File: src/hw/rtl/cdp_pkg.sv
// ----------------------------------------------------------------------------
// cdp_pkg: shared definitions for the CSV decimal field parser
// Character codes, the byte classification type and the flag bundle that
// travels from the field engine to the result register.
// ----------------------------------------------------------------------------
package cdp_pkg;

    localparam logic [7:0] CH_TAB   = 8'h09;
    localparam logic [7:0] CH_SPACE = 8'h20;
    localparam logic [7:0] CH_COMMA = 8'h2C;
    localparam logic [7:0] CH_MINUS = 8'h2D;
    localparam logic [7:0] CH_ZERO  = 8'h30;
    localparam logic [7:0] CH_NINE  = 8'h39;

    // Decimal weight of the accumulator step.
    localparam int unsigned RADIX = 10;

    typedef struct packed {
        logic is_digit;
        logic is_blank;
        logic is_minus;
        logic is_below_zero;
    } t_char_class;

    // Status of the field engine for the byte in the input register.
    typedef struct packed {
        logic emit;
        logic comma_ended;
        logic overflowed;
    } t_step_flags;

    function automatic t_char_class cdp_classify(input logic [7:0] b);
        t_char_class c;
        c.is_digit      = (b >= CH_ZERO) && (b <= CH_NINE);
        c.is_blank      = (b == CH_SPACE) || (b == CH_TAB);
        c.is_minus      = (b == CH_MINUS);
        c.is_below_zero = (b < CH_ZERO);
        return c;
    endfunction

endpackage

File: src/hw/rtl/cdp_field_engine.sv
// ----------------------------------------------------------------------------
// cdp_field_engine: per-byte field state and accumulator
// Holds the field phase, sign, magnitude and overflow flag, and works out
// the finished field for a terminating byte in a single pass.
// ----------------------------------------------------------------------------
module cdp_field_engine
    import cdp_pkg::*;
#(
    parameter int VALUE_WIDTH = 32
) (
    input  logic                   i_clk,
    input  logic                   i_rst_n,
    input  logic                   i_go,
    input  logic [7:0]             i_byte,
    output t_step_flags            o_flags,
    output logic [VALUE_WIDTH-1:0] o_value
);

    localparam int XW = VALUE_WIDTH + 4;
    localparam logic [VALUE_WIDTH-1:0] LIM = {1'b1, {(VALUE_WIDTH-1){1'b0}}};

    logic                   r_phase, n_phase;
    logic                   r_neg, n_neg;
    logic [VALUE_WIDTH-1:0] r_mag, n_mag;
    logic                   r_ovf, n_ovf;

    t_char_class            cls;
    logic [XW-1:0]          prod;
    logic                   acc_ovf;
    logic [VALUE_WIDTH-1:0] acc_mag;
    logic                   emit;
    logic                   pos_sat;

    assign cls = cdp_classify(i_byte);

    // Overflow test: magnitude*10 + digit beyond 2^(W-1) is the same as the
    // division-based limit check, and needs only a shift-add and a compare.
    assign prod = ({4'b0, r_mag} << 3) + ({4'b0, r_mag} << 1)
                + XW'(i_byte[3:0]);
    assign acc_ovf = prod > {4'b0, LIM};
    assign acc_mag = acc_ovf ? LIM : prod[VALUE_WIDTH-1:0];

    assign emit = r_phase ? !cls.is_digit
                          : !(cls.is_blank || cls.is_digit || cls.is_minus
                              || cls.is_below_zero);

    assign pos_sat = (r_mag == LIM);

    always_comb begin
        o_flags.emit        = emit;
        o_flags.comma_ended = (i_byte == CH_COMMA);
        if (r_neg) begin
            o_value            = '0 - r_mag;
            o_flags.overflowed = r_ovf;
        end else if (pos_sat) begin
            o_value            = ~LIM;
            o_flags.overflowed = 1'b1;
        end else begin
            o_value            = r_mag;
            o_flags.overflowed = r_ovf;
        end
    end

    always_comb begin
        n_phase = r_phase;
        n_neg   = r_neg;
        n_mag   = r_mag;
        n_ovf   = r_ovf;
        if (i_go) begin
            if (emit) begin
                n_phase = 1'b0;
                n_neg   = 1'b0;
                n_mag   = '0;
                n_ovf   = 1'b0;
            end else if (cls.is_digit) begin
                n_phase = 1'b1;
                n_mag   = acc_mag;
                n_ovf   = r_ovf | acc_ovf;
            end else if (!cls.is_blank) begin
                // Only reached at field start: a sign or a skipped byte.
                n_phase = 1'b1;
                n_neg   = r_neg | cls.is_minus;
            end
        end
    end

    always_ff @(posedge i_clk) begin
        if (!i_rst_n) begin
            r_phase <= 1'b0;
            r_neg   <= 1'b0;
            r_mag   <= '0;
            r_ovf   <= 1'b0;
        end else begin
            r_phase <= n_phase;
            r_neg   <= n_neg;
            r_mag   <= n_mag;
            r_ovf   <= n_ovf;
        end
    end

endmodule

File: src/hw/rtl/cdp_result_reg.sv
// ----------------------------------------------------------------------------
// cdp_result_reg: output register for finished fields
// Holds one result transaction until the consumer takes it.
// ----------------------------------------------------------------------------
module cdp_result_reg
    import cdp_pkg::*;
#(
    parameter int VALUE_WIDTH = 32
) (
    input  logic                   i_clk,
    input  logic                   i_rst_n,
    input  logic                   i_load,
    input  logic [VALUE_WIDTH-1:0] i_value,
    input  logic [7:0]             i_end_byte,
    input  t_step_flags            i_flags,
    output logic                   o_can_load,
    output logic                   o_valid,
    input  logic                   i_ready,
    output logic [VALUE_WIDTH-1:0] o_value,
    output logic [7:0]             o_end_byte,
    output logic                   o_comma_ended,
    output logic                   o_overflowed
);

    logic                   r_vld;
    logic [VALUE_WIDTH-1:0] r_value;
    logic [7:0]             r_end_byte;
    logic                   r_comma, r_ovf;

    assign o_can_load = !r_vld || i_ready;

    always_ff @(posedge i_clk) begin
        if (!i_rst_n) begin
            r_vld <= 1'b0;
        end else if (i_load) begin
            r_vld <= 1'b1;
        end else if (i_ready) begin
            r_vld <= 1'b0;
        end
    end

    always_ff @(posedge i_clk) begin
        if (i_load) begin
            r_value    <= i_value;
            r_end_byte <= i_end_byte;
            r_comma    <= i_flags.comma_ended;
            r_ovf      <= i_flags.overflowed;
        end
    end

    assign o_valid       = r_vld;
    assign o_value       = r_value;
    assign o_end_byte    = r_end_byte;
    assign o_comma_ended = r_comma;
    assign o_overflowed  = r_ovf;

endmodule

File: src/hw/rtl/csv_decimal_int_field_parser.sv
// ----------------------------------------------------------------------------
// csv_decimal_int_field_parser: comma-separated signed integer field parser
//
//   Channel | Direction | Signals                                  | Meaning
//   --------+-----------+------------------------------------------+-----------
//   text    | in        | i_text_valid/o_text_ready, i_text_byte   | one byte
//   field   | out       | o_field_valid/i_field_ready, value, end  | one field
//
// Flow: a byte is taken into the input register and then processed by the
// field engine; one byte per cycle is sustained unless an end byte waits on
// a stalled field side. A finished field is loaded into the result register
// as its end byte leaves the input register. Reset is synchronous and active
// low; it clears the field state and both valid flags. A stall on the field
// side holds only a byte that ends a field; bytes that extend a field flow on.
// ----------------------------------------------------------------------------
module csv_decimal_int_field_parser
    import cdp_pkg::*;
#(
    parameter int VALUE_WIDTH = 32
) (
    input  logic                          i_clk,
    input  logic                          i_rst_n,
    input  logic                          i_text_valid,
    output logic                          o_text_ready,
    input  logic [7:0]                    i_text_byte,
    output logic                          o_field_valid,
    input  logic                          i_field_ready,
    output logic signed [VALUE_WIDTH-1:0] o_field_value,
    output logic [7:0]                    o_end_byte,
    output logic                          o_comma_ended,
    output logic                          o_overflowed
);

    // Input register: one byte waiting for the field engine.
    logic       r_in_vld;
    logic [7:0] r_in_byte;

    t_step_flags            flags;
    logic [VALUE_WIDTH-1:0] eng_value;
    logic [VALUE_WIDTH-1:0] out_value;
    logic                   can_load;
    logic                   go;
    logic                   load;

    // The held byte moves on unless it ends a field while the result
    // register is still occupied by a transaction nobody has taken.
    assign go           = r_in_vld && (!flags.emit || can_load);
    assign load         = go && flags.emit;
    assign o_text_ready = !r_in_vld || go;

    always_ff @(posedge i_clk) begin
        if (!i_rst_n) begin
            r_in_vld <= 1'b0;
        end else if (o_text_ready) begin
            r_in_vld <= i_text_valid;
        end
    end

    always_ff @(posedge i_clk) begin
        if (i_text_valid && o_text_ready) begin
            r_in_byte <= i_text_byte;
        end
    end

    cdp_field_engine #(
        .VALUE_WIDTH (VALUE_WIDTH)
    ) u_engine (
        .i_clk   (i_clk),
        .i_rst_n (i_rst_n),
        .i_go    (go),
        .i_byte  (r_in_byte),
        .o_flags (flags),
        .o_value (eng_value)
    );

    cdp_result_reg #(
        .VALUE_WIDTH (VALUE_WIDTH)
    ) u_result (
        .i_clk         (i_clk),
        .i_rst_n       (i_rst_n),
        .i_load        (load),
        .i_value       (eng_value),
        .i_end_byte    (r_in_byte),
        .i_flags       (flags),
        .o_can_load    (can_load),
        .o_valid       (o_field_valid),
        .i_ready       (i_field_ready),
        .o_value       (out_value),
        .o_end_byte    (o_end_byte),
        .o_comma_ended (o_comma_ended),
        .o_overflowed  (o_overflowed)
    );

    assign o_field_value = $signed(out_value);

    // The engine only advances on a byte that is actually held.
    a_go_needs_byte: assert property (@(posedge i_clk) disable iff (!i_rst_n)
        go |-> r_in_vld)
        else $error("engine advanced without a held byte");

    // A finished field is never written over a result still waiting.
    a_no_overwrite: assert property (@(posedge i_clk) disable iff (!i_rst_n)
        (o_field_valid && !i_field_ready) |=> !$past(load))
        else $error("result overwritten while stalled");

    // The comma flag always agrees with the delivered end byte.
    a_comma_match: assert property (@(posedge i_clk) disable iff (!i_rst_n)
        o_field_valid |-> (o_comma_ended == (o_end_byte == CH_COMMA)))
        else $error("comma flag disagrees with end byte");

    // A positive saturated field carries the largest positive value.
    a_pos_sat: assert property (@(posedge i_clk) disable iff (!i_rst_n)
        (o_field_valid && o_overflowed && !o_field_value[VALUE_WIDTH-1])
        |-> (o_field_value == {1'b0, {(VALUE_WIDTH-1){1'b1}}}))
        else $error("positive overflow not saturated to the maximum");

endmodule

File: config.mk
export PLATFORM = sky130hd
export DESIGN_NAME = csv_decimal_int_field_parser
export DESIGN_NICKNAME = d
export VERILOG_FILES = /design/src/hw/rtl/cdp_pkg.sv /design/src/hw/rtl/cdp_field_engine.sv /design/src/hw/rtl/cdp_result_reg.sv /design/src/hw/rtl/csv_decimal_int_field_parser.sv
export SDC_FILE = /design/constraint.sdc
export NUM_CORES = 1
export LEC_CHECK = 0
export ABC_AREA = 1
export BUFFER_PORTS_ARGS = -buffer_cell sky130_fd_sc_hd__buf_4
export CORE_ASPECT_RATIO = 2
export CORE_MARGIN = 2
export CORE_UTILIZATION = 45
export CTS_BUF_LIST = sky130_fd_sc_hd__clkbuf_4 sky130_fd_sc_hd__clkbuf_8 sky130_fd_sc_hd__clkbuf_16
export CTS_CLUSTER_DIAMETER = 80
export DETAILED_ROUTE_END_ITERATION = 12
export SYNTH_ARGS = -nofsm -noshare
export SYNTH_HDL_FRONTEND = slang
export SYNTH_SLANG_ARGS = --single-unit
File: constraint.sdc
create_clock -name i_clk -period 3.5 [get_ports i_clk]
set_input_delay 0.35 -clock i_clk [delete_from_list [all_inputs] [get_ports i_clk]]
set_output_delay 0.35 -clock i_clk [all_outputs]
set_load 0.005 [all_outputs]
* Word-level counts from Yosys, hierarchy flattened
Index checks and enable logic that the tools add are counted.
** Storage, ports and cells
- Output and inout port bits :: 44
- Flip-flop bits (word level) :: 87
- Input port bits :: 12
** Cells by class
- Eq/ne operators :: 8
- Reductions and logical operators :: 21
- Bitwise operators :: 2
- Add/subtract/negate cells :: 3
- Muxes and demuxes :: 18
- $lt $le $gt $ge :: 4
** Operators with widths (count)
- 2-to-1 mux 32 bit :: 5
- adder 35 x 33 -> 36 bit :: 1
- adder 36 x 4 -> 36 bit :: 1
- greater-than comparator 36 x 32 -> 1 bit, second input constant :: 1
- == test 32 bit, second input constant :: 1
- subtractor 1 x 32 -> 32 bit, first input constant :: 1
- == test 8 x 6 -> 1 bit, second input constant :: 3
- 2-to-1 mux 1 bit :: 13
- == test 8 x 4 -> 1 bit, second input constant :: 1
- greater-or-equal comparator 8 x 6 -> 1 bit, second input constant :: 1
- less-or-equal comparator 8 x 6 -> 1 bit, second input constant :: 1
- < comparator 8 x 6 -> 1 bit, second input constant :: 1
- logical OR 1 bit :: 7
- logical NOT 1 bit :: 5
- logical AND 1 bit :: 4
- inequality test 2 bit, second input constant :: 2
- AND reduction 2 bit :: 2
- nonzero test 2 bit :: 2
- inequality test 3 x 2 -> 1 bit, second input constant :: 1
- AND reduction 3 bit :: 1
- OR 1 bit :: 2

* Depth between registers and ports, before layout
- Depth after elaboration :: 12
- Gate-level depth with buffers :: 23
- Mapped depth without buffers :: 22

* Hierarchy
A second synthesis with hierarchy kept.
** Second synthesis, totals
- Cell total of the unflattened synthesis :: 1069
- Area total of the unflattened synthesis :: 7352.1 um2
** Modules (own cells, without submodules)
- cdp_field_engine :: cells each 1002, times used 1, area each 5730.5 um2
- cdp_result_reg :: cells each 48, times used 1, area each 1307.5 um2
- csv_decimal_int_field_parser :: cells each 19, times used 1, area each 314.1 um2

* Worst setup path before layout
No wires, ideal clock.
- Kind :: register to register
- Start :: reg r_in_byte[3]
- End :: reg u_engine.r_mag[5]
- Setup slack :: 0.573 ns
- Library setup time :: 0.070 ns
- Arrival time :: 2.857 ns
- Clock period less this slack :: 2.927 ns
- Cell stages (with the launch flop) :: 20
- Path buffers :: 1
- Required time :: 3.430 ns
- Cell sequence :: edfxtp_1 > inv_1 > fa_1 > fa_1 > inv_1 > nand2_1 > a21oi_1 > nand2_1 > nand3_2 > nand2_1 > nand3_1 > nand2_1 > a21oi_1 > nand2_1 > nor2_1 > nand2_1 > nand2_2 > buf_6 > nand3_1 > a21oi_1
** On the way
- Word-level cells in the longest chain between the ends :: 11
- Elaborated cells between the ends (all ways) :: 24
- Classes of those cells :: add/sub: 1; order compare: 4; eq/ne: 3; mux: 4; reduce/logical: 12
** RTL lines
- from (decl) :: line csv_decimal_int_field_parser.sv:36 : logic [7:0] r_in_byte;
- from (signal assigned) :: line csv_decimal_int_field_parser.sv:61 : r_in_byte <= i_text_byte;
- parallel branches: the longest is 11 deep, another holds adder 36 x 4 -> 36 bit
- to (signal assigned) :: line cdp_field_engine.sv:96 : r_mag <= n_mag;
- to (decl) :: line cdp_field_engine.sv:24 : logic [VALUE_WIDTH-1:0] r_mag, n_mag;
Parallel ways; which one is timed is not known. The select of a mux whose other input is x is not followed.
A chain may end at the register's enable or synchronous reset.

* Final worst setup path
- Start :: reg u_engine.r_mag[13]
- End :: reg u_engine.r_mag[2]
** On the way
- Word-level cells in the longest chain between the ends :: 6
** RTL lines
- adder 35 x 33 -> 36 bit :: line cdp_field_engine.sv:38 : assign prod = ({4'b0, r_mag} << 3) + ({4'b0, r_mag} << 1)
- adder 36 x 4 -> 36 bit :: line cdp_field_engine.sv:39 : + XW'(i_byte[3:0]);
- greater-than comparator 36 x 32 -> 1 bit :: line cdp_field_engine.sv:40 : assign acc_ovf = prod > {4'b0, LIM};
- 2-to-1 mux 32 bit :: line cdp_field_engine.sv:41 : assign acc_mag = acc_ovf ? LIM : prod[VALUE_WIDTH-1:0];
- 2-to-1 mux 32 bit :: line cdp_field_engine.sv:75 : end else if (cls.is_digit) begin
- 2-to-1 mux 32 bit :: line cdp_field_engine.sv:70 : if (emit) begin
No other way between the ends. The select of a mux whose other input is x is not followed.

==> results.toml <==
[worst_setup_path]
worstPathCellList = "buf_4, ha_1, ha_1, nand2_1, nand2_1, inv_1, nand2_1, nand2_1, nand2_1, a21oi_1, nand2_1, nand2_1, nand2_1, nor2_1, nand2_1, nor2_1, nand2_1, nand2_2, buf_12, nand3_1, a21oi_2"
cp_slowest_stage_delay_ps = 370
crit_arrival_ps = 3450
cp_slowest_cell = "ha_1"
path_delay_family = "simple AND/OR/NAND/NOR gates"
critPathKind = "reg -> reg"
worst-path-max-fanout = 18
end_kind = "flip-flop"
cp-start-kind = "flip-flop"
cp_common_cell = "nand2_1"
cp.buffers_inverters = 3
crit_required_ps = 3740

[power_and_ir_drop]
leakagePower_uw = 0.00464
power.density_nw_per_um2 = 252
finalPower_uw = 2220
vdd_drop_max_v = 0.000224

[global_routing]
grt_pass1_vias = 7222
grt_pass1_wl_um = 35500
grt_max_degree = 43
antenna_found_initial = 0
overflow = 0
grtUsageTotal_pct = 26.5

[timing]
fin_crit_sh_pct = 91.7
finalHoldViolCount = 0
fin_skew_ps = 7.57
timing.final.ws_setup_ps = 289
whs_ps = 188
fmaxAchievable_mhz = 311
drv_slew = 0
finalSetupTns_ps = 0
tightestPinTransition_ps = 985
slew_headroom_pct = 33.9
post-route-min-period_ps = 3210
rsz0062_at_grt = "no"
setup_viol = 0

[clocking]
path_clk_slew_ps = 60
htreeDepth = 3
root_buffer = "clkbuf_16"
tritoncts = "done"
clkSinkCount = 87
cts_made_buffers = 9
clock_latency_ps = 340
cts_buffer_depth = 2

[run_status]
status = "completed"

[synth]
syn_inst = 1151
synth_cell_types = 38
avgSynthCellArea_sq_um = 6.48
seq_area_frac_synth_pct = 30.1
syn_nets = 1229
synthesis.area_sq_um = 7460
synth_seq_cells = 87
yosys_warnings = 0

[die]
die_width_um = 95.0
dieArea_sq_um = 17700
die_h_um = 186
ios = 56
num_rows = 66
core_area_sq_um = 16300
initial_core_util_pct = 45.8

[placed_design]
place_ws_ps = 133
hpwl_um = 18900
place_congestion = 1.03
place.port_buffers = 55

[job]
maxCapViolCount = 0

[drt]
first_iter_violations = 437
dr.pass1.iters = 5
num_vias = 7471
drt_wl_total_um = 22500
wl_per_cell_um = 15.6
final_antenna_net_count = 0
drc = 0
via_per_inst = 5.16

[cells_and_area]
nets = 1316
diodes = 0
synthToLayoutAreaGrowth_pct = 17.8
drive_above_1_share_pct = 13.6
finish.utilization_pct = 54.0

[min_path]
hp-class = "in -> reg"
-- cell type report --
cell class | instances | area, sq um
Fill cell | 1701 | 7490
Multi-Input combinational cell | 854 | 4460
Sequential cell | 87 | 2250
Timing Repair Buffer | 98 | 791
Inverter | 188 | 706
Clock buffer | 13 | 279
Tap cell | 204 | 255
Clock inverter | 3 | 40.0
-- path summary, 6_finish.rpt --
kind	from	to	slack (ps)	depth (start not counted)
setup / recovery	u_engine.r_mag[13]$_SDFFE_PN0P_	u_engine.r_mag[2]$_SDFFE_PN0P_	290	21
hold / removal	i_text_byte[7]	r_in_byte[7]$_DFFE_PP_	190	1
setup reg to reg	u_engine.r_mag[13]$_SDFFE_PN0P_	u_engine.r_mag[2]$_SDFFE_PN0P_	290	21
hold reg to reg	u_engine.r_ovf$_SDFFE_PN0P_	u_engine.r_ovf$_SDFFE_PN0P_	460	2
-- where the power goes --
group          switching [uW]  total [uW]  internal, uW  leakage, uW
Combinational            59.6         104          44.8      0.00371
Clock                     362         991           629     0.000162
Sequential               10.8        1120          1110     0.000773
-- stage by stage --
step | std cells | area [sq um]
finish | 1447 | 8780
global route | 1447 | 8780
CTS | 1441 | 8640
detailed placement | 1425 | 8330
global placement | 1425 | 8330
floorplan | 1151 | 7460
-- synth_stat cells --
master	n	area share [%]
fa_1	2	0.54
dfxtp_1	37	9.9
a21oi_1	87	5.8
clkbuf_1	16	0.81
and3_1	2	0.17
nand3b_1	5	0.50
ha_1	64	11
xor2_1	7	0.82
nor4_1	4	0.34
nor3_2	2	0.27
nand4_1	14	1.2
o21ai_0	15	1.0
nand4_2	1	0.17
nand3_2	6	0.81
nand2_1	361	18
buf_6	4	0.60
edfxtp_1	50	20
nor2_1	125	6.3
o21a_1	1	0.10
o211ai_1	1	0.10
and2_1	1	0.084
buf_2	2	0.13
or2_2	11	0.92
nor4_4	1	0.29
a211oi_1	1	0.10
xnor2_1	4	0.47
nand2_2	6	0.50
or3_1	1	0.084
nor3_4	1	0.22
nand3_1	100	6.7
nor3_1	15	1.0
nor3b_1	3	0.30
inv_1	186	9.4
a31oi_1	2	0.17
clkinv_1	2	0.10
a21boi_0	6	0.60
nor2_2	4	0.34
o21bai_1	1	0.10
-- flip-flops by register name (all words and copies together), names as in the netlist --
register / flops
r_in_byte: 8
r_in_vld: 1
u_engine.r_mag: 32
u_engine.r_neg: 1
u_engine.r_ovf: 1
u_engine.r_phase: 1
u_result.o_comma_ended: 1
u_result.o_end_byte: 8
u_result.o_overflowed: 1
u_result.o_valid: 1
u_result.o_value: 32
-- cell families after synthesis --
family | share of synthesized area (%)
buffers and inverters | 11.0
adder cells (fa/ha/maj) | 11.3
flip-flops | 30.1
XOR/XNOR | 1.29
AO/OA/AOI/OAI | 8.02
AND/OR/NAND/NOR | 38.3
-- metal layers --
| metal | GRT usage [%] | part of all wire [%] |
|---|---|---|
| met5 | 0 | 0 |
| met4 | 19.2 | 7.8 |
| met3 | 2.75 | 3.1 |
| met2 | 49.0 | 53 |
| met1 | 26.6 | 36 |
-- layout by cell type, fill, tap and decap left out, types with 3 or more instances in the layout --
cell / instances
a21boi_0: 6
a21oi_1: 83
a21oi_2: 4
buf_12: 3
buf_4: 94
clkbuf_16: 11
dfxtp_1: 33
dfxtp_2: 4
edfxtp_1: 50
ha_1: 63
inv_1: 183
inv_2: 3
nand2_1: 356
nand2_2: 11
nand3_1: 98
nand3_2: 7
nand3b_1: 5
nand4_1: 14
nor2_1: 125
nor2_2: 3
nor3_1: 14
nor3_2: 3
nor3b_1: 3
nor4_1: 4
o21ai_0: 15
or2_2: 11
xnor2_1: 3
xor2_1: 7
-- what timing repair did --
action,in CTS,in global routing
hold buffers,0,0
setup endpoints to repair,0,33
buffers inserted,0,5
endpoints found under the hold margin,0,0
resized for setup,0,25
(Power assumes the default switching activity.)
